===== config.mk =====
export PLATFORM = sky130hd
export DESIGN_NAME = three_level_ready_queue_flat
export DESIGN_NICKNAME = d
export VERILOG_FILES = /design/src/sv/tlrq_pkg.sv /design/src/sv/tlrq_if.sv /design/src/sv/tlrq_mem.sv /design/src/sv/tlrq_ctrl.sv /design/src/sv/three_level_ready_queue.sv /design/src/flat_wrapper.sv
export SDC_FILE = /design/constraint.sdc
export NUM_CORES = 1
export LEC_CHECK = 0
export ABC_AREA = 1
export BUFFER_PORTS_ARGS = -buffer_cell sky130_fd_sc_hd__buf_2
export CAP_MARGIN = 10
export CORE_ASPECT_RATIO = 1.2
export CORE_UTILIZATION = 39
export DETAILED_ROUTE_END_ITERATION = 16
export PLACE_DENSITY = 0.57
export SLEW_MARGIN = 10
export SYNTH_ARGS = -nofsm -noshare
export SYNTH_HDL_FRONTEND = slang
export SYNTH_SLANG_ARGS = --single-unit

===== constraint.sdc =====
create_clock -name clk -period 4.5 [get_ports clk]
set_input_delay 1.35 -clock clk [delete_from_list [all_inputs] [get_ports clk]]
set_output_delay 1.35 -clock clk [all_outputs]
set_load 0.01 [all_outputs]

===== src/sv/tlrq_pkg.sv =====
// Shared constants, codes and types for the three-level ready queue.
// No dependencies; the control and top-level files take names from here by scope.
`default_nettype none

package tlrq_pkg;

	localparam int NUM_LEVELS      = 3;
	localparam int QUEUE_DEPTH_DEF = 16;
	localparam int PID_BITS_DEF    = 8;
	localparam int PID_FIELD_W     = 8;

	// command codes
	localparam logic [1:0] CMD_INSERT  = 2'd0;
	localparam logic [1:0] CMD_PREEMPT = 2'd1;
	localparam logic [1:0] CMD_POP     = 2'd2;

	// status codes
	localparam logic [1:0] ST_DONE  = 2'd0;
	localparam logic [1:0] ST_EMPTY = 2'd1;
	localparam logic [1:0] ST_DROP  = 2'd2;

	// result info handed from the control stage to the output stage
	typedef struct packed {
		logic       pop_hit;
		logic [1:0] level;
		logic [1:0] status;
	} rslt_t;

endpackage

`default_nettype wire


===== src/sv/tlrq_if.sv =====
// Valid/ready channel interfaces for the command and result words.
// Depends on: nothing.
`default_nettype none

interface tlrq_in_if;
	logic       valid;
	logic       ready;
	logic [1:0] cmd;
	logic [1:0] level;
	logic [7:0] pid_in;

	modport source (output valid, cmd, level, pid_in, input ready);
	modport sink   (input valid, cmd, level, pid_in, output ready);
endinterface

interface tlrq_out_if;
	logic       valid;
	logic       ready;
	logic [7:0] pid_out;
	logic [1:0] pid_level;
	logic [1:0] status;

	modport source (output valid, pid_out, pid_level, status, input ready);
	modport sink   (input valid, pid_out, pid_level, status, output ready);
endinterface

`default_nettype wire


===== src/sv/tlrq_mem.sv =====
// Single-port entry store with registered read data, one access per cycle.
// Depends on: nothing.
`default_nettype none

module tlrq_mem #(
	parameter int DEPTH = 48,
	parameter int WIDTH = 8
) (
	input  wire logic                     clk,
	input  wire logic                     en,
	input  wire logic                     we,
	input  wire logic [$clog2(DEPTH)-1:0] addr,
	input  wire logic [WIDTH-1:0]         wdata,
	output logic      [WIDTH-1:0]         rdata
);

	logic [WIDTH-1:0] mem_q [DEPTH];

	always_ff @(posedge clk) begin
		if (en) begin
			if (we) begin
				mem_q[addr] <= wdata;
			end else begin
				rdata <= mem_q[addr];
			end
		end
	end

endmodule

`default_nettype wire


===== src/sv/tlrq_ctrl.sv =====
// Head and count registers per level; decodes a command word into one
// store access and the result info. Depends on: tlrq_pkg.
`default_nettype none

module tlrq_ctrl #(
	parameter int QUEUE_DEPTH = tlrq_pkg::QUEUE_DEPTH_DEF,
	parameter int SW          = 8,
	localparam int AW = $clog2(tlrq_pkg::NUM_LEVELS * QUEUE_DEPTH)
) (
	input  wire logic            clk,
	input  wire logic            arst_n,
	input  wire logic            accept,
	input  wire logic [1:0]      cmd,
	input  wire logic [1:0]      level,
	input  wire logic [SW-1:0]   pid,
	output logic                 mem_en,
	output logic                 mem_we,
	output logic      [AW-1:0]   mem_addr,
	output logic      [SW-1:0]   mem_wdata,
	output tlrq_pkg::rslt_t      rslt
);

	localparam int NL = tlrq_pkg::NUM_LEVELS;
	localparam int HW = (QUEUE_DEPTH > 1) ? $clog2(QUEUE_DEPTH) : 1;
	localparam int CW = $clog2(QUEUE_DEPTH + 1);

	logic [HW-1:0] head_q  [NL];
	logic [CW-1:0] count_q [NL];
	logic [HW-1:0] head_d  [NL];
	logic [CW-1:0] count_d [NL];

	logic [HW-1:0] tail   [NL];
	logic [HW-1:0] h_dec  [NL];
	logic [HW-1:0] h_inc  [NL];
	logic [AW-1:0] base   [NL];
	logic [CW:0]   sum    [NL];
	logic          nonempty [NL];

	logic       lvl_ok;
	logic [1:0] lvl_idx;
	logic       full;
	logic [1:0] pop_lvl;

	// per-level slot arithmetic, independent for each level
	always_comb begin
		for (int l = 0; l < NL; l++) begin
			sum[l]      = (CW+1)'(head_q[l]) + (CW+1)'(count_q[l]);
			tail[l]     = (sum[l] >= (CW+1)'(QUEUE_DEPTH))
			              ? HW'(sum[l] - (CW+1)'(QUEUE_DEPTH)) : HW'(sum[l]);
			h_dec[l]    = (head_q[l] == '0) ? HW'(QUEUE_DEPTH - 1) : head_q[l] - 1'b1;
			h_inc[l]    = (head_q[l] == HW'(QUEUE_DEPTH - 1)) ? '0 : head_q[l] + 1'b1;
			base[l]     = AW'(l * QUEUE_DEPTH);
			nonempty[l] = (count_q[l] != '0);
		end
	end

	assign lvl_ok  = (level < 2'(NL));
	assign lvl_idx = lvl_ok ? level : 2'd0;
	assign full    = (count_q[lvl_idx] == CW'(QUEUE_DEPTH));
	assign pop_lvl = nonempty[0] ? 2'd0 : (nonempty[1] ? 2'd1 : 2'd2);

	always_comb begin
		mem_en    = 1'b0;
		mem_we    = 1'b0;
		mem_addr  = '0;
		mem_wdata = pid;
		head_d    = head_q;
		count_d   = count_q;
		rslt      = '{pop_hit: 1'b0, level: 2'd0, status: tlrq_pkg::ST_DONE};
		if (accept) begin
			unique case (cmd) inside
				tlrq_pkg::CMD_INSERT, tlrq_pkg::CMD_PREEMPT: begin
					if (!lvl_ok || full) begin
						rslt.status = tlrq_pkg::ST_DROP;
					end else begin
						mem_en = 1'b1;
						mem_we = 1'b1;
						if (cmd == tlrq_pkg::CMD_INSERT) begin
							mem_addr = base[lvl_idx] + AW'(tail[lvl_idx]);
						end else begin
							head_d[lvl_idx] = h_dec[lvl_idx];
							mem_addr = base[lvl_idx] + AW'(h_dec[lvl_idx]);
						end
						count_d[lvl_idx] = count_q[lvl_idx] + 1'b1;
					end
				end
				tlrq_pkg::CMD_POP: begin
					if (nonempty[0] || nonempty[1] || nonempty[2]) begin
						mem_en = 1'b1;
						mem_addr = base[pop_lvl] + AW'(head_q[pop_lvl]);
						head_d[pop_lvl]  = h_inc[pop_lvl];
						count_d[pop_lvl] = count_q[pop_lvl] - 1'b1;
						rslt.pop_hit = 1'b1;
						rslt.level   = pop_lvl;
					end else begin
						rslt.status = tlrq_pkg::ST_EMPTY;
					end
				end
				default: ;
			endcase
		end
	end

	always_ff @(posedge clk or negedge arst_n) begin
		if (!arst_n) begin
			for (int l = 0; l < NL; l++) begin
				head_q[l]  <= '0;
				count_q[l] <= '0;
			end
		end else begin
			head_q  <= head_d;
			count_q <= count_d;
		end
	end

	// occupancy never exceeds the level depth
	a_count_bound: assert property (@(posedge clk) disable iff (!arst_n)
		count_q[0] <= CW'(QUEUE_DEPTH) && count_q[1] <= CW'(QUEUE_DEPTH) &&
		count_q[2] <= CW'(QUEUE_DEPTH))
		else $error("level count above depth");

	// an accepted enqueue grows exactly its own level by one
	a_enq_grows: assert property (@(posedge clk) disable iff (!arst_n)
		accept && (cmd == tlrq_pkg::CMD_INSERT || cmd == tlrq_pkg::CMD_PREEMPT)
		&& lvl_ok && !full
		|=> count_q[$past(lvl_idx)] == $past(count_q[lvl_idx]) + 1'b1)
		else $error("enqueue did not bump count");

	// a pop that finds nothing leaves every level empty
	a_empty_pop: assert property (@(posedge clk) disable iff (!arst_n)
		accept && cmd == tlrq_pkg::CMD_POP && !nonempty[0] && !nonempty[1] && !nonempty[2]
		|=> !nonempty[0] && !nonempty[1] && !nonempty[2])
		else $error("empty pop changed state");

endmodule

`default_nettype wire


===== src/sv/three_level_ready_queue.sv =====
// Top level of the three-level ready queue: control, entry store and
// output register. Depends on: tlrq_pkg, tlrq_if, tlrq_ctrl, tlrq_mem.
//
//  port  | dir | word                              | accepted when
//  ------+-----+-----------------------------------+----------------------
//  req   | in  | cmd, level, pid_in                | req.valid & req.ready
//  rsp   | out | pid_out, pid_level, status        | rsp.valid & rsp.ready
//
// One command word per cycle while req.ready is high. Each word touches one
// end of one level, so the store sees at most one access per word; a result
// word passes the stage behind the store, for the store read, and then the
// output register on its way to rsp. req.ready drops only while both the stage
// behind the store and the output register are full and rsp is stalled.
// Reset clears heads and counts at once; the store needs no clearing.
`default_nettype none

module three_level_ready_queue #(
	parameter int QUEUE_DEPTH = tlrq_pkg::QUEUE_DEPTH_DEF,
	parameter int PID_BITS    = tlrq_pkg::PID_BITS_DEF
) (
	input wire logic  clk,
	input wire logic  arst_n,
	tlrq_in_if.sink   req,
	tlrq_out_if.source rsp
);

	// the pid field is 8 bits wide, so no more than 8 bits are ever kept
	localparam int SW    = (PID_BITS < tlrq_pkg::PID_FIELD_W) ? PID_BITS
	                        : tlrq_pkg::PID_FIELD_W;
	localparam int DEPTH = tlrq_pkg::NUM_LEVELS * QUEUE_DEPTH;
	localparam int AW    = $clog2(DEPTH);

	logic            accept;
	logic            mem_en;
	logic            mem_we;
	logic [AW-1:0]   mem_addr;
	logic [SW-1:0]   mem_wdata;
	logic [SW-1:0]   mem_rdata;
	tlrq_pkg::rslt_t rslt;

	// stage behind the store: holds result info while read data settles
	logic            valid_s1;
	tlrq_pkg::rslt_t rslt_s1;
	logic            adv_s1;

	// output register
	logic       out_valid_q;
	logic [7:0] out_pid_q;
	logic [1:0] out_level_q;
	logic [1:0] out_status_q;

	assign adv_s1    = !out_valid_q || rsp.ready;
	assign req.ready = !valid_s1 || adv_s1;
	assign accept    = req.valid && req.ready;

	tlrq_ctrl #(
		.QUEUE_DEPTH (QUEUE_DEPTH),
		.SW          (SW)
	) u_ctrl (
		.clk       (clk),
		.arst_n    (arst_n),
		.accept    (accept),
		.cmd       (req.cmd),
		.level     (req.level),
		.pid       (req.pid_in[SW-1:0]),
		.mem_en    (mem_en),
		.mem_we    (mem_we),
		.mem_addr  (mem_addr),
		.mem_wdata (mem_wdata),
		.rslt      (rslt)
	);

	// read data is only refreshed on an accepted pop, so it holds while
	// the stage behind it stalls
	tlrq_mem #(
		.DEPTH (DEPTH),
		.WIDTH (SW)
	) u_mem (
		.clk   (clk),
		.en    (mem_en),
		.we    (mem_we),
		.addr  (mem_addr),
		.wdata (mem_wdata),
		.rdata (mem_rdata)
	);

	always_ff @(posedge clk or negedge arst_n) begin
		if (!arst_n) begin
			valid_s1    <= 1'b0;
			out_valid_q <= 1'b0;
		end else begin
			if (req.ready) begin
				valid_s1 <= accept;
			end
			if (adv_s1) begin
				out_valid_q <= valid_s1;
			end
		end
	end

	always_ff @(posedge clk) begin
		if (accept) begin
			rslt_s1 <= rslt;
		end
		if (adv_s1 && valid_s1) begin
			out_pid_q    <= rslt_s1.pop_hit ? 8'(mem_rdata) : 8'd0;
			out_level_q  <= rslt_s1.level;
			out_status_q <= rslt_s1.status;
		end
	end

	assign rsp.valid     = out_valid_q;
	assign rsp.pid_out   = out_pid_q;
	assign rsp.pid_level = out_level_q;
	assign rsp.status    = out_status_q;

	// both stages full and output stalled: no new command may enter
	a_backpressure: assert property (@(posedge clk) disable iff (!arst_n)
		valid_s1 && out_valid_q && !rsp.ready |-> !req.ready)
		else $error("command taken while pipeline full");

	// a stalled stage behind the store keeps its result info
	a_s1_hold: assert property (@(posedge clk) disable iff (!arst_n)
		valid_s1 && !adv_s1 |=> valid_s1 && $stable(rslt_s1))
		else $error("stalled stage lost its word");

	// the store is read only for a pop that found an entry
	a_read_pop: assert property (@(posedge clk) disable iff (!arst_n)
		mem_en && !mem_we |-> accept && rslt.pop_hit)
		else $error("store read without a pop");

endmodule

`default_nettype wire

===== src/flat_wrapper.sv =====
// flat-port wrapper written by rule: the top's interface ports become plain ports
module three_level_ready_queue_flat 
#(
	parameter int QUEUE_DEPTH = tlrq_pkg::QUEUE_DEPTH_DEF,
	parameter int PID_BITS    = tlrq_pkg::PID_BITS_DEF
)
  (clk, arst_n, req_valid, req_cmd, req_level, req_pid_in, req_ready, rsp_valid, rsp_pid_out, rsp_pid_level, rsp_status, rsp_ready);
  tlrq_in_if req_i ();
  tlrq_out_if rsp_i ();
  input wire logic clk;
  input wire logic arst_n;
  input wire logic [$bits(req_i.valid)-1:0] req_valid;
  input wire logic [$bits(req_i.cmd)-1:0] req_cmd;
  input wire logic [$bits(req_i.level)-1:0] req_level;
  input wire logic [$bits(req_i.pid_in)-1:0] req_pid_in;
  output wire logic [$bits(req_i.ready)-1:0] req_ready;
  output wire logic [$bits(rsp_i.valid)-1:0] rsp_valid;
  output wire logic [$bits(rsp_i.pid_out)-1:0] rsp_pid_out;
  output wire logic [$bits(rsp_i.pid_level)-1:0] rsp_pid_level;
  output wire logic [$bits(rsp_i.status)-1:0] rsp_status;
  input wire logic [$bits(rsp_i.ready)-1:0] rsp_ready;
  assign req_i.valid = req_valid;
  assign req_i.cmd = req_cmd;
  assign req_i.level = req_level;
  assign req_i.pid_in = req_pid_in;
  assign req_ready = req_i.ready;
  assign rsp_valid = rsp_i.valid;
  assign rsp_pid_out = rsp_i.pid_out;
  assign rsp_pid_level = rsp_i.pid_level;
  assign rsp_status = rsp_i.status;
  assign rsp_i.ready = rsp_ready;
  three_level_ready_queue #(.QUEUE_DEPTH(QUEUE_DEPTH), .PID_BITS(PID_BITS)) u_core (.clk(clk), .arst_n(arst_n), .req(req_i), .rsp(rsp_i));
endmodule

# Yosys cells after proc, flatten, opt, wreduce, memory -nomap -nowiden
# Memories as Yosys holds them, arrays and structs flattened. A register that Yosys moved wholly into a read port is not among the register bits.
# Cells that the tools add are included.
# W data, S select, Z words.
[totals] reg_bits=46 ramBits=384 in_bits=16 wordCells=150 mem_count=1
[op_classes] add_sub_neg=17 order_cmp=8 n_eq_ne=9 mux=73 bitwise_logic=3 reduce_logical=25
[memory_table] name="u_core.u_mem.mem_q" depth=48 word_bits=8 read_ports=1 rd_clocked_by_memory_dff=1 wr=1 line_no="tlrq_mem.sv:17" source="logic [WIDTH-1:0] mem_q [DEPTH];"
[op_table] cell="$mux W4" count=19
[op_table] cell="$mux W6" count=8
[op_table] cell="$mux W12" count=3
[op_table] cell="$bmux W4 S2" count=4
[op_table] cell="$bwmux W15" count=2
[op_table] cell="$mux W15" count=2
[op_table] cell="$mux W5" count=6
[op_table] cell="$pmux W15 S2" count=1
[op_table] cell="$bmux W6 S2" count=2
[op_table] cell="$bwmux W12" count=2
[op_table] cell="$pmux W12 S2" count=1
[op_table] cell="$sub A4 B1 Y4 const B" count=6
[op_table] cell="$bmux W5 S2" count=2
[op_table] cell="$demux W5 S2" count=2
[op_table] cell="$add A4 B5 Y6" count=3
[op_table] cell="$add A6 B4 Y6" count=3
[op_table] cell="$ge A6 B5 Y1 const B" count=3
[op_table] cell="$demux W4 S2" count=2
[op_table] cell="$reduce_bool A5 Y1" count=3
[op_table] cell="$add A4 B1 Y4 const B" count=3
[op_table] cell="$eq A4 B4 Y1 const B" count=3
[op_table] cell="$logic_not A4 Y1" count=3
[op_table] cell="$pmux W6 S2" count=1
[op_table] cell="$mux W1" count=9
[op_table] cell="25 further kinds" count=42

# Longest topological paths before layout
# Gate-level depths: netlist (run 1).
[logic_depth] depth_word=14 depth_mapped=29

# Cells and area by module
# A second synthesis (run 1) with hierarchy kept.
[unflattened] cells_unflattened=2076 hier_area_um2=20673.6
[by_module_without_submodules] mod="tlrq_mem" n_inst=1 cells_per_inst=1528 area_each_um2=16679.7 seq_area_each_um2=11771.3
[by_module_without_submodules] mod="tlrq_ctrl" n_inst=1 cells_per_inst=502 area_each_um2=3328.2 seq_area_each_um2=675.6
[by_module_without_submodules] mod="three_level_ready_queue" n_inst=1 cells_per_inst=46 area_each_um2=665.6 seq_area_each_um2=560.5

# Least setup slack after synthesis (run 1)
# No wires, ideal clock.
[synth_timing] kind="input to register" from="in req_level[0]" to="mem u_core.u_mem.mem_q[40][0] (enable)" t_arrival_ps=4048 t_required_ps=4130 slack_ps=81 path_stages=21 cell_sequence="inv_1 -> ha_1 -> inv_2 -> buf_2 -> nor2_1 -> nand2_1 -> nand2_1 -> inv_1 -> ha_1 -> inv_1 -> nor2_1 -> nand2_2 -> nand3_4 -> inv_1 -> nand3_1 -> nand2_1 -> nand2_2 -> inv_1 -> buf_2 -> nand3_1 -> nor2_1"
[synth_via] elab_chain_len=14
[synth_rtl] element="from (decl)" line_no="flat_wrapper.sv:14" source="input wire logic [$bits(req_i.level)-1:0] req_level;"
[synth_rtl] element="branches (longest 14 deep; another with $add A6 B4 Y6)"
[synth_rtl] element="to (decl)" line_no="tlrq_mem.sv:17"
# Parallel ways; which one is timed is not known. The select of a mux whose other input is x is not followed.

# Final worst setup path (run 1)
[layout_timing] from="in req_level[0]" to="reg u_core.u_mem.rdata[4], read port of u_core.u_mem.mem_q, data pin"
[layout_via] elab_chain_len=13
[layout_rtl] element="branches (longest 13 deep; another with $add A6 B4 Y6)"
[layout_rtl] element="to (decl)" line_no="tlrq_mem.sv:14" source="output logic [WIDTH-1:0] rdata"
# Parallel ways; which one is timed is not known. The select of a mux whose other input is x is not followed.
# A chain may end at the register's enable or synchronous reset.

==> impl_metrics.tcl, run 1 <==
set metrics [dict create \
    cp-start-kind "input port" \
    clk_latency_ps 590 \
    via_per_inst 5.17 \
    grt_first_pass_wirelength_um 85900 \
    wl_per_cell_um 19.6 \
    ys_seq_area_share_pct 64.6 \
    endpoint_kind "register" \
    finalCriticalPeriod_ps 4150 \
    synthTopCellsByArea "edfxtp_1 (61%), nand2_1 (16%), nand3_1 (3.9%), dfrtp_1 (3.6%), inv_1 (2.6%)" \
    grt_pass1_vias 14400 \
    syn_area_um2 20100 \
    pre_cts_ws_ps -184 \
    synth_fp_nets 2074 \
    path_class "input port to register" \
    initial_core_util_pct 39.8 \
    fmax_mhz 241 \
    ys_ff_latch 438 \
    dpl_cell_area_um2 22000 \
    vias 14800 \
    syn_inst 2028 \
    core_area_um2 50700 \
    rsz0062_at_grt "no" \
    std_cell_rows 90 \
    clk_path_buf_depth 3 \
    cts_buffers 45 \
    syn_avg_cell_area_um2 9.93 \
    clk_pin_slew_worst_paths_ps 60 \
    htreeDepth 2 \
    max_cap_violations 0 \
    synth-edff-count 409 \
    grtUsageTotal_pct 21.6 \
    drc_errors 0 \
    p_leak_nw 9.67 \
    grt_remaining_overflow 0 \
    tightestPinTransition_ps 1180 \
    fin_setup_tns_ps 0 \
    ys_async_sr_fraction_pct 6.62 \
    nets 2228 \
    cts_setup_buffers 0 \
    drtIter0Drc 1210 \
    cts_tree "yes" \
    yosysTopAreaCell "edfxtp_1" \
    gp_congestion 0.947 \
    hold_buffers 0 \
    skew_ps 20.8 \
    ys.flop_type "edfxtp_1" \
    multiInputGateArea_um2 6160 \
    cts_sinks 438 \
    slew_viol_final 0 \
    timing.final.ws_setup_ps 348 \
    drive_gt1_share_pct 12.2 \
    synth_most_common_cell "nand2_1" \
    area_delta_synth_final_pct 15.9 \
    post-route-period-util_pct 92.3 \
    yosysTopAreaCellShare_pct 61.0 \
    synth_warnings 0 \
    post_cts_resized 0 \
    antenna_found_initial 1 \
    die-width_um 209 \
    setup_viol 0 \
    relSlewSlack_pct 21.5 \
    finalWirelength_um 56000 \
    yosys-top-cells-count "nand2_1 (837), edfxtp_1 (409), nand3_1 (158), inv_1 (138), nor2_1 (103)" \
    grt_max_degree 49 \
    power_density_nw_per_um2 455 \
    port_buffers 29 \
    fill_cells 4782 \
    seqCellArea_um2 13000 \
    antenna_cells 0 \
    die_h_um 251 \
    status "complete, no violations" \
    finalHoldViolCount 0 \
    die_area_um2 52600 \
    drtPass1Iterations 8 \
    yosys.cell_types.count 42 \
    detail-route-antenna-nets 0 \
    clockRootBuffer "clkbuf_16" \
    critPathMaxFanout 43 \
    detailed_place_hpwl_um 37900 \
    ir_drop_mv 0.173 \
    hold_class "register to register" \
    fin_area_um2 23300 \
    num_io_pins 30 \
    worstPathRequired_ps 4830 \
    cp_data_arrival_time_ps 4480 \
]
## sequential cells by signal (all words and copies together), names as in the netlist
signal	cells
u_core.rsp.pid_out	8
u_core.rsp.status	2
u_core.u_mem.rdata	8
u_core.u_ctrl.head_q	12
u_core.u_ctrl.count_q	15
u_core.valid_s1	1
u_core.u_mem.mem_q	384
u_core.rsp.pid_level	2
u_core.rsp.valid	1
u_core.rslt_s1	5
## cell families (layout without fill, tap and decap cells)
kind of cell | after synthesis | after routing | synth area share [%]
flops | 438 | 438 | 64.6
xor+xnor | 11 | 11 | 0.478
fa+ha+maj | 30 | 30 | 1.97
buf+inv | 223 | 408 | 4.96
compound gates | 191 | 191 | 5.17
simple gates | 1135 | 1135 | 22.8
## path summary, 6_finish.rpt
check	to	start	cells after the start	slack [ps]
min in group asynchronous	u_core.u_ctrl.head_q[5]	arst_n	1	820
max	u_core.u_mem.rdata[4]	req_level[0]	28	350
min reg2reg	u_core.rsp.pid_level[0]	u_core.rslt_s1[2]	0	430
max reg2reg	u_core.u_mem.rdata[4]	u_core.u_ctrl.count_q[13]	19	720
max in group asynchronous	u_core.valid_s1	arst_n	1	3210
min	u_core.rsp.pid_level[0]	u_core.rslt_s1[2]	0	430
## placed cells by master, fill, tap and decap left out, drive strengths merged, types with 9 or more instances in the layout
| master | n |
|---|---|
| edfxtp | 409 |
| o22ai | 18 |
| o21ai | 72 |
| nand3 | 159 |
| clkinv | 17 |
| nand2 | 841 |
| buf | 188 |
| dfrtp | 29 |
| nor2 | 109 |
| inv | 143 |
| ha | 27 |
| nor3 | 9 |
| a21oi | 81 |
| clkbuf | 60 |
## metal layers
layer	track usage, %	share of wire (%)	wire, um	up-vias
met5	0	0.023	13	-
met4	6.97	2.7	1520	2
met3	2.86	4.9	2730	94
met2	38.4	51	28400	447
met1	27.1	42	23300	7158
li1	-	-	-	7083
## layout make-up
cell class                      count  area share [%]
Timing Repair Buffer              188            6.49
Sequential cell                   438            55.7
Clock buffer                       60            5.15
Clock inverter                     18           0.498
Multi-Input combinational cell   1367            26.4
Tap cell                          644            3.45
Inverter                          142            2.29
## where the power goes
| group | leakage (nW) | switching (W) | internal, W |
|---|---|---|---|
| registers | 4.05 | 0.000189 | 0.00460 |
| logic | 4.97 | 0.00161 | 0.000801 |
| clock network | 0.648 | 0.00154 | 0.00188 |
## worst max-delay path, stage by stage
cell,delay [ps]
buf_2,120
inv_1,90
ha_1,280
inv_2,100
nor2_1,140
nand2_1,70
nand2_1,100
inv_1,50
ha_1,170
inv_1,50
nor2_1,40
nand2_2,110
nand3_4,100
o21ai_0,180
buf_4,150
nand2_4,100
buf_12,190
buf_4,220
nand2_1,70
nand2_1,50
nand2_1,70
nand2_1,70
nand2_1,60
nand2_1,50
nand2_1,70
nand2_1,100
nor2_1,200
nand2_1,90
## stage by stage
step	power, W	instances	hold WS, ps	util (%)
after floorplan	0.00634	2028	400	-
after global placement	0.00724	2779	409	43.5
after detailed placement	0.00726	2779	423	43.5
after CTS	0.0107	2857	437	46.1
after global routing	0.0111	2857	439	46.1
final	0.0106	2857	434	46.1
Note: power is estimated with default switching activity, not from simulation.
==> run 2, diff against run 1 <==
--- a/config.mk
+++ b/config.mk
@@ -11,6 +11,7 @@
 export CORE_ASPECT_RATIO = 1.2
 export CORE_UTILIZATION = 39
 export DETAILED_ROUTE_END_ITERATION = 16
+export GPL_ROUTABILITY_DRIVEN = 1
 export PLACE_DENSITY = 0.57
 export SLEW_MARGIN = 10
 export SYNTH_ARGS = -nofsm -noshare
==> constraint.sdc (replaced) <==
create_clock -name clk -period 4.22 [get_ports clk]
set_input_delay 1.266 -clock clk [delete_from_list [all_inputs] [get_ports clk]]
set_output_delay 1.266 -clock clk [all_outputs]
set_load 0.01 [all_outputs]
==> impl_metrics.tcl, run 2 (same netlist as run 1, synthesis figures left out) <==
set metrics [dict create \
    num_io_pins 30 \
    path_class "input port to register" \
    instances_no_fill 2886 \
    worstPathRequired_ps 4500 \
    gp_congestion 0.944 \
    fmax_mhz 250 \
    drc_errors 0 \
    drtPass1Iterations 5 \
    clockRootBuffer "clkbuf_16" \
    max_cap_violations 0 \
    cts_tree "yes" \
    fill_cells 4626 \
    via_per_inst 5.14 \
    antenna_cells 0 \
    wl_per_cell_um 19.3 \
    fin_setup_tns_ps 0 \
    vias 14800 \
    finalHoldViolCount 0 \
    htreeDepth 2 \
    grt_max_degree 49 \
    finalCriticalPeriod_ps 4000 \
    final_common_cell "nand2_1" \
    core_area_um2 50700 \
    detailed_place_hpwl_um 37500 \
    die_h_um 251 \
    area_delta_synth_final_pct 19.3 \
    ir_drop_mv 0.237 \
    top_regs "u_core.u_mem.mem_q: 384 flops, u_core.u_ctrl.count_q: 15 flops, u_core.u_ctrl.head_q: 12 flops" \
    pre_cts_ws_ps -548 \
    drive_gt1_share_pct 14.4 \
    finalWirelength_um 55700 \
    std_cell_rows 90 \
    grt_pass1_vias 15000 \
    grtUsageTotal_pct 21.5 \
    setup_viol 0 \
    clk_latency_ps 580 \
    slew_viol_final 0 \
    antenna_found_initial 0 \
    nets 2254 \
    critPathMaxFanout 8 \
    hold_class "register to register" \
    status "complete, no violations" \
    largest_reg_flops 384 \
    endpoint_kind "register" \
    hold_buffers 0 \
    clk_path_buf_depth 3 \
    detail-route-antenna-nets 0 \
    cts_sinks 438 \
    largest_register "u_core.u_mem.mem_q" \
    finalPower_w 0.0119 \
    rsz0062_at_grt "no" \
    clk_pin_slew_worst_paths_ps 60 \
    tightestPinTransition_ps 1130 \
    skew_ps 20.1 \
    port_buffers 29 \
    cts_buffers 46 \
    cp-start-kind "input port" \
    dp.cells 2804 \
    grt_remaining_overflow 0 \
    power_density_nw_per_um2 495 \
    cp_data_arrival_time_ps 4280 \
    p_leak_nw 9.93 \
    grt_first_pass_wirelength_um 86100 \
    drtIter0Drc 1187 \
    relSlewSlack_pct 24.4 \
    timing.final.ws_setup_ps 218 \
    initial_core_util_pct 39.8 \
    die-width_um 209 \
    final_cell_mix "nand2_1 (835), edfxtp_1 (409), nand3_1 (158), buf_4 (149), inv_1 (138)" \
    post-route-period-util_pct 94.8 \
    die_area_um2 52600 \
]
[run 2: changes by cell type in the layout (fill, tap and decap cells not counted), moves of 2 or more]
| cell | before | now |
|---|---|---|
| nor2_1 | 103 | 84 |
| clkinv_2 | 7 | 4 |
| buf_12 | 14 | 34 |
| buf_4 | 145 | 149 |
| clkbuf_16 | 45 | 47 |
| clkinvlp_4 | 0 | 6 |
| clkbuf_1 | 13 | 6 |
| clkinv_8 | 2 | 0 |
| clkinv_1 | 7 | 9 |
| nor2_2 | 3 | 21 |
| bufinv_16 | 0 | 5 |
[run 2: layout make-up]
class / instances / area, um^2 / share of cell area [%]
multi-input combinational: 1367 / 6210 / 25.9
timing repair buffer: 213 / 1960 / 8.15
clock buffer: 56 / 1240 / 5.16
sequential: 438 / 13000 / 54.1
tap: 644 / 806 / 3.35
inverter: 142 / 536 / 2.23
clock inverter: 26 / 272 / 1.13
[run 2: repair_timing]
| action | in CTS | in global routing |
|---|---|---|
| setup endpoints to repair | 0 | 126 |
| setup buffers | 0 | 0 |
| resized for setup | 0 | 7 |
| endpoints found under the hold margin | 0 | 0 |
[run 2: worst paths after layout]
path / start / endpoint / slack [ps] / cells after the start
setup / recovery: req_level[1] / u_core.u_mem.mem_q[29][3] / 220 / 21
hold / removal: u_core.rslt_s1[0] / u_core.rsp.status[0] / 420 / 0
setup reg to reg: u_core.u_ctrl.count_q[11] / u_core.u_mem.rdata[1] / 700 / 20
hold reg to reg: u_core.rslt_s1[0] / u_core.rsp.status[0] / 420 / 0
max in group asynchronous: arst_n / u_core.u_ctrl.count_q[5] / 3010 / 1
min in group asynchronous: arst_n / u_core.u_ctrl.count_q[8] / 740 / 1
[run 2: routing by layer]
layer,part of all wire [%],track usage [%],vias up
li1,-,-,7139
met1,41,26.0,7244
met2,51,38.8,353
met3,3.8,2.74,111
met4,3.5,8.34,0
met5,0,0,-
[run 2: through the flow]
stage | utilization [%] | hold slack (ps) | instance area (um^2)
after detailed placement | 44.4 | 413 | 22500
after global placement | 44.4 | 409 | 22500
after CTS | 47.4 | 428 | 24000
after global routing | 47.4 | 443 | 24000
after floorplan | - | 400 | 20200
final | 47.4 | 424 | 24000
[run 2: worst max-delay path, cell delays in order]
cell	delay, ps
buf_2	110
buf_4	130
ha_1	230
a21oi_1	160
o21ai_0	130
o21a_1	150
ha_1	190
inv_1	50
nor2_1	40
nand2_2	100
nand3_4	110
buf_4	180
inv_1	70
nand3_1	80
nand2_1	150
nand2_2	70
buf_4	160
nor2_1	270
inv_1	250
nor2_1	180
buf_4	190
[run 2: power by group]
group          internal, W  leakage (nW)  switching [W]
logic             0.000940          5.15        0.00178
clock network      0.00240         0.721        0.00169
registers          0.00490          4.05       0.000198
==> run 3, diff against run 2 <==
--- a/config.mk
+++ b/config.mk
@@ -8,11 +8,13 @@
 export ABC_AREA = 1
 export BUFFER_PORTS_ARGS = -buffer_cell sky130_fd_sc_hd__buf_2
 export CAP_MARGIN = 10
+export CELL_PAD_IN_SITES_DETAIL_PLACEMENT = 0
+export CELL_PAD_IN_SITES_GLOBAL_PLACEMENT = 2
 export CORE_ASPECT_RATIO = 1.2
 export CORE_UTILIZATION = 39
 export DETAILED_ROUTE_END_ITERATION = 16
 export GPL_ROUTABILITY_DRIVEN = 1
-export PLACE_DENSITY = 0.57
+export PLACE_DENSITY = 0.78
 export SLEW_MARGIN = 10
 export SYNTH_ARGS = -nofsm -noshare
 export SYNTH_HDL_FRONTEND = slang
==> impl_metrics.tcl, run 3 (same netlist as run 1, synthesis figures left out) <==
set metrics [dict create \
    relSlewSlack_pct 23.9 \
    cp_data_arrival_time_ps 4320 \
    p_leak_nw 10.0 \
    hold_buffers 0 \
    critPathCapture "u_core.u_mem.rdata[2]" \
    fmax_mhz 250 \
    gp_congestion 0.894 \
    die_h_um 251 \
    clk_pin_slew_worst_paths_ps 60 \
    cts_tree "yes" \
    cp-startpoint "req_level[1]" \
    drive_gt1_share_pct 14.8 \
    finalWirelength_um 57900 \
    port_buffers 29 \
    finalCriticalPeriod_ps 3990 \
    r2r_cells 17 \
    clk_path_buf_depth 3 \
    path_delay_family "simple AND/OR/NAND/NOR gates" \
    rsz0062_at_grt "no" \
    r2r_start "u_core.u_ctrl.head_q[0]" \
    grtUsageTotal_pct 22.4 \
    clockRootBuffer "clkbuf_16" \
    critical-path-slowest-cell "nor2_2" \
    cts_buffers 47 \
    skew_ps 30.2 \
    grt_remaining_overflow 0 \
    power_density_nw_per_um2 510 \
    r2r_end "u_core.u_mem.rdata[1]" \
    path_depth 26 \
    p_sw_w 0.00373 \
    post-route-period-util_pct 94.6 \
    grt_max_degree 49 \
    initial_core_util_pct 39.8 \
    nets 2260 \
    swShare_pct 30.2 \
    detail-route-antenna-nets 0 \
    max_stage_delay_ps 260 \
    wl_per_cell_um 20.0 \
    crit_path_frequent_cell "nand2_1" \
    grt_pass1_vias 14800 \
    top_regs "u_core.u_mem.mem_q: 384 flops, u_core.u_ctrl.count_q: 15 flops, u_core.u_ctrl.head_q: 12 flops" \
    setup_viol 0 \
    p_int_w 0.00861 \
    fin_area_um2 24200 \
    htreeDepth 2 \
    largest_reg_flops 384 \
    antenna_cells 0 \
    power_frac_comb_pct 21.8 \
    hold_slack_ps 452 \
    cp.buffers_inverters 6 \
    max_cap_violations 0 \
    clkPwrFrac_pct 36.8 \
    antenna_found_initial 0 \
    rrSetupSlack_ps 680 \
    finalHoldViolCount 0 \
    core_area_um2 50700 \
    endpoint_kind "register" \
    num_io_pins 30 \
    via_per_inst 5.08 \
    drc_errors 0 \
    die-width_um 209 \
    largest_register "u_core.u_mem.mem_q" \
    final_common_cell "nand2_1" \
    std_cell_rows 90 \
    path_class "input port to register" \
    slew_viol_final 0 \
    die_area_um2 52600 \
    hold_path.startpoint "u_core.rslt_s1[2]" \
    ir_drop_mv 0.364 \
    drtIter0Drc 1054 \
    seqPwrFrac_pct 41.4 \
    grt_first_pass_wirelength_um 88100 \
    critPathMaxFanout 24 \
    cp-start-kind "input port" \
    timing.final.ws_setup_ps 226 \
    dpl_cell_area_um2 22500 \
    tightestPinTransition_ps 1140 \
    vias 14700 \
    final_cell_mix "nand2_1 (835), edfxtp_1 (409), buf_4 (159), nand3_1 (158), inv_1 (138)" \
    drtPass1Iterations 5 \
    cts_sinks 438 \
    area_delta_synth_final_pct 20.1 \
    clk_latency_ps 590 \
    worstPathRequired_ps 4540 \
    status "complete, no violations" \
    detailed_place_hpwl_um 40000 \
    pre_cts_ws_ps -579 \
    hold_class "register to register" \
]
-- run 3: cell count changes in the layout (fill, tap and decap cells not counted), sizes merged --
cell / delta
inv: +1
clkinvlp: -3
clkbuf: +1
clkinv: -1
buf: +5
bufinv: +6
-- run 3: layout make-up --
class                           count  area [um^2]
Inverter                          142          536
Sequential cell                   438        13000
Fill cell                        4748        26500
Timing Repair Buffer              218         1940
Multi-Input combinational cell   1367         6220
Clock buffer                       57         1250
Clock inverter                     29          443
Tap cell                          644          806
-- run 3: how the worst min path moves through the flow --
stage / end / slack (ps) / depth (start not counted)
floorplan: u_core.rsp.pid_level[0] / 400 / 0
finish: u_core.rsp.pid_level[0] / 450 / 0
global route: u_core.rsp.pid_level[0] / 460 / 0
detailed placement: u_core.rsp.pid_level[0] / 440 / 0
global placement: u_core.rsp.pid_level[0] / 430 / 0
CTS: u_core.rsp.pid_level[0] / 450 / 0
-- run 3: what timing repair did --
action                                  4_1_cts  5_1_grt
endpoints found under the setup margin        0        6
resized for setup                             0        7
setup buffers                                 0        0
-- run 3: per-layer routing --
| layer | wire length, um | track usage (%) |
|---|---|---|
| met5 | 0 | 0 |
| met4 | 1930 | 8.47 |
| met3 | 2060 | 2.71 |
| met2 | 29400 | 39.9 |
| met1 | 24600 | 27.7 |
-- run 3: metrics by stage --
step / TNS [ps] / power [W] / instances / utilization (%)
after floorplan: -26610 / 0.00677 / 2028 / -
after global placement: -49920 / 0.00787 / 2808 / 44.4
after detailed placement: -60380 / 0.00788 / 2808 / 44.4
after CTS: 0 / 0.0124 / 2894 / 47.7
after global routing: 0 / 0.0129 / 2895 / 47.8
final: 0 / 0.0123 / 2895 / 47.8
-- run 3: power groups by stage --
stage                     logic, W  registers [W]  clock network, W
after floorplan            0.00166        0.00510                 0
after global placement     0.00268        0.00520                 0
after detailed placement   0.00268        0.00520                 0
after CTS                  0.00269        0.00511           0.00461
after global routing       0.00300        0.00512           0.00475
final                      0.00270        0.00510           0.00454
-- run 3: worst reg2reg max path: stages (launching register included) --
cell and delay, ps:
dfrtp_1 470, ha_1 280, fa_1 430, or2_2 300
nand3_1 70, nand3_1 80, nand2_1 130, o21ai_2 100
nand2_1 120, buf_4 270, inv_1 170, buf_12 180
nand2_1 90, nand2_1 60, nand2_1 60, nand2_1 100
nor2_1 330, nand2_1 90
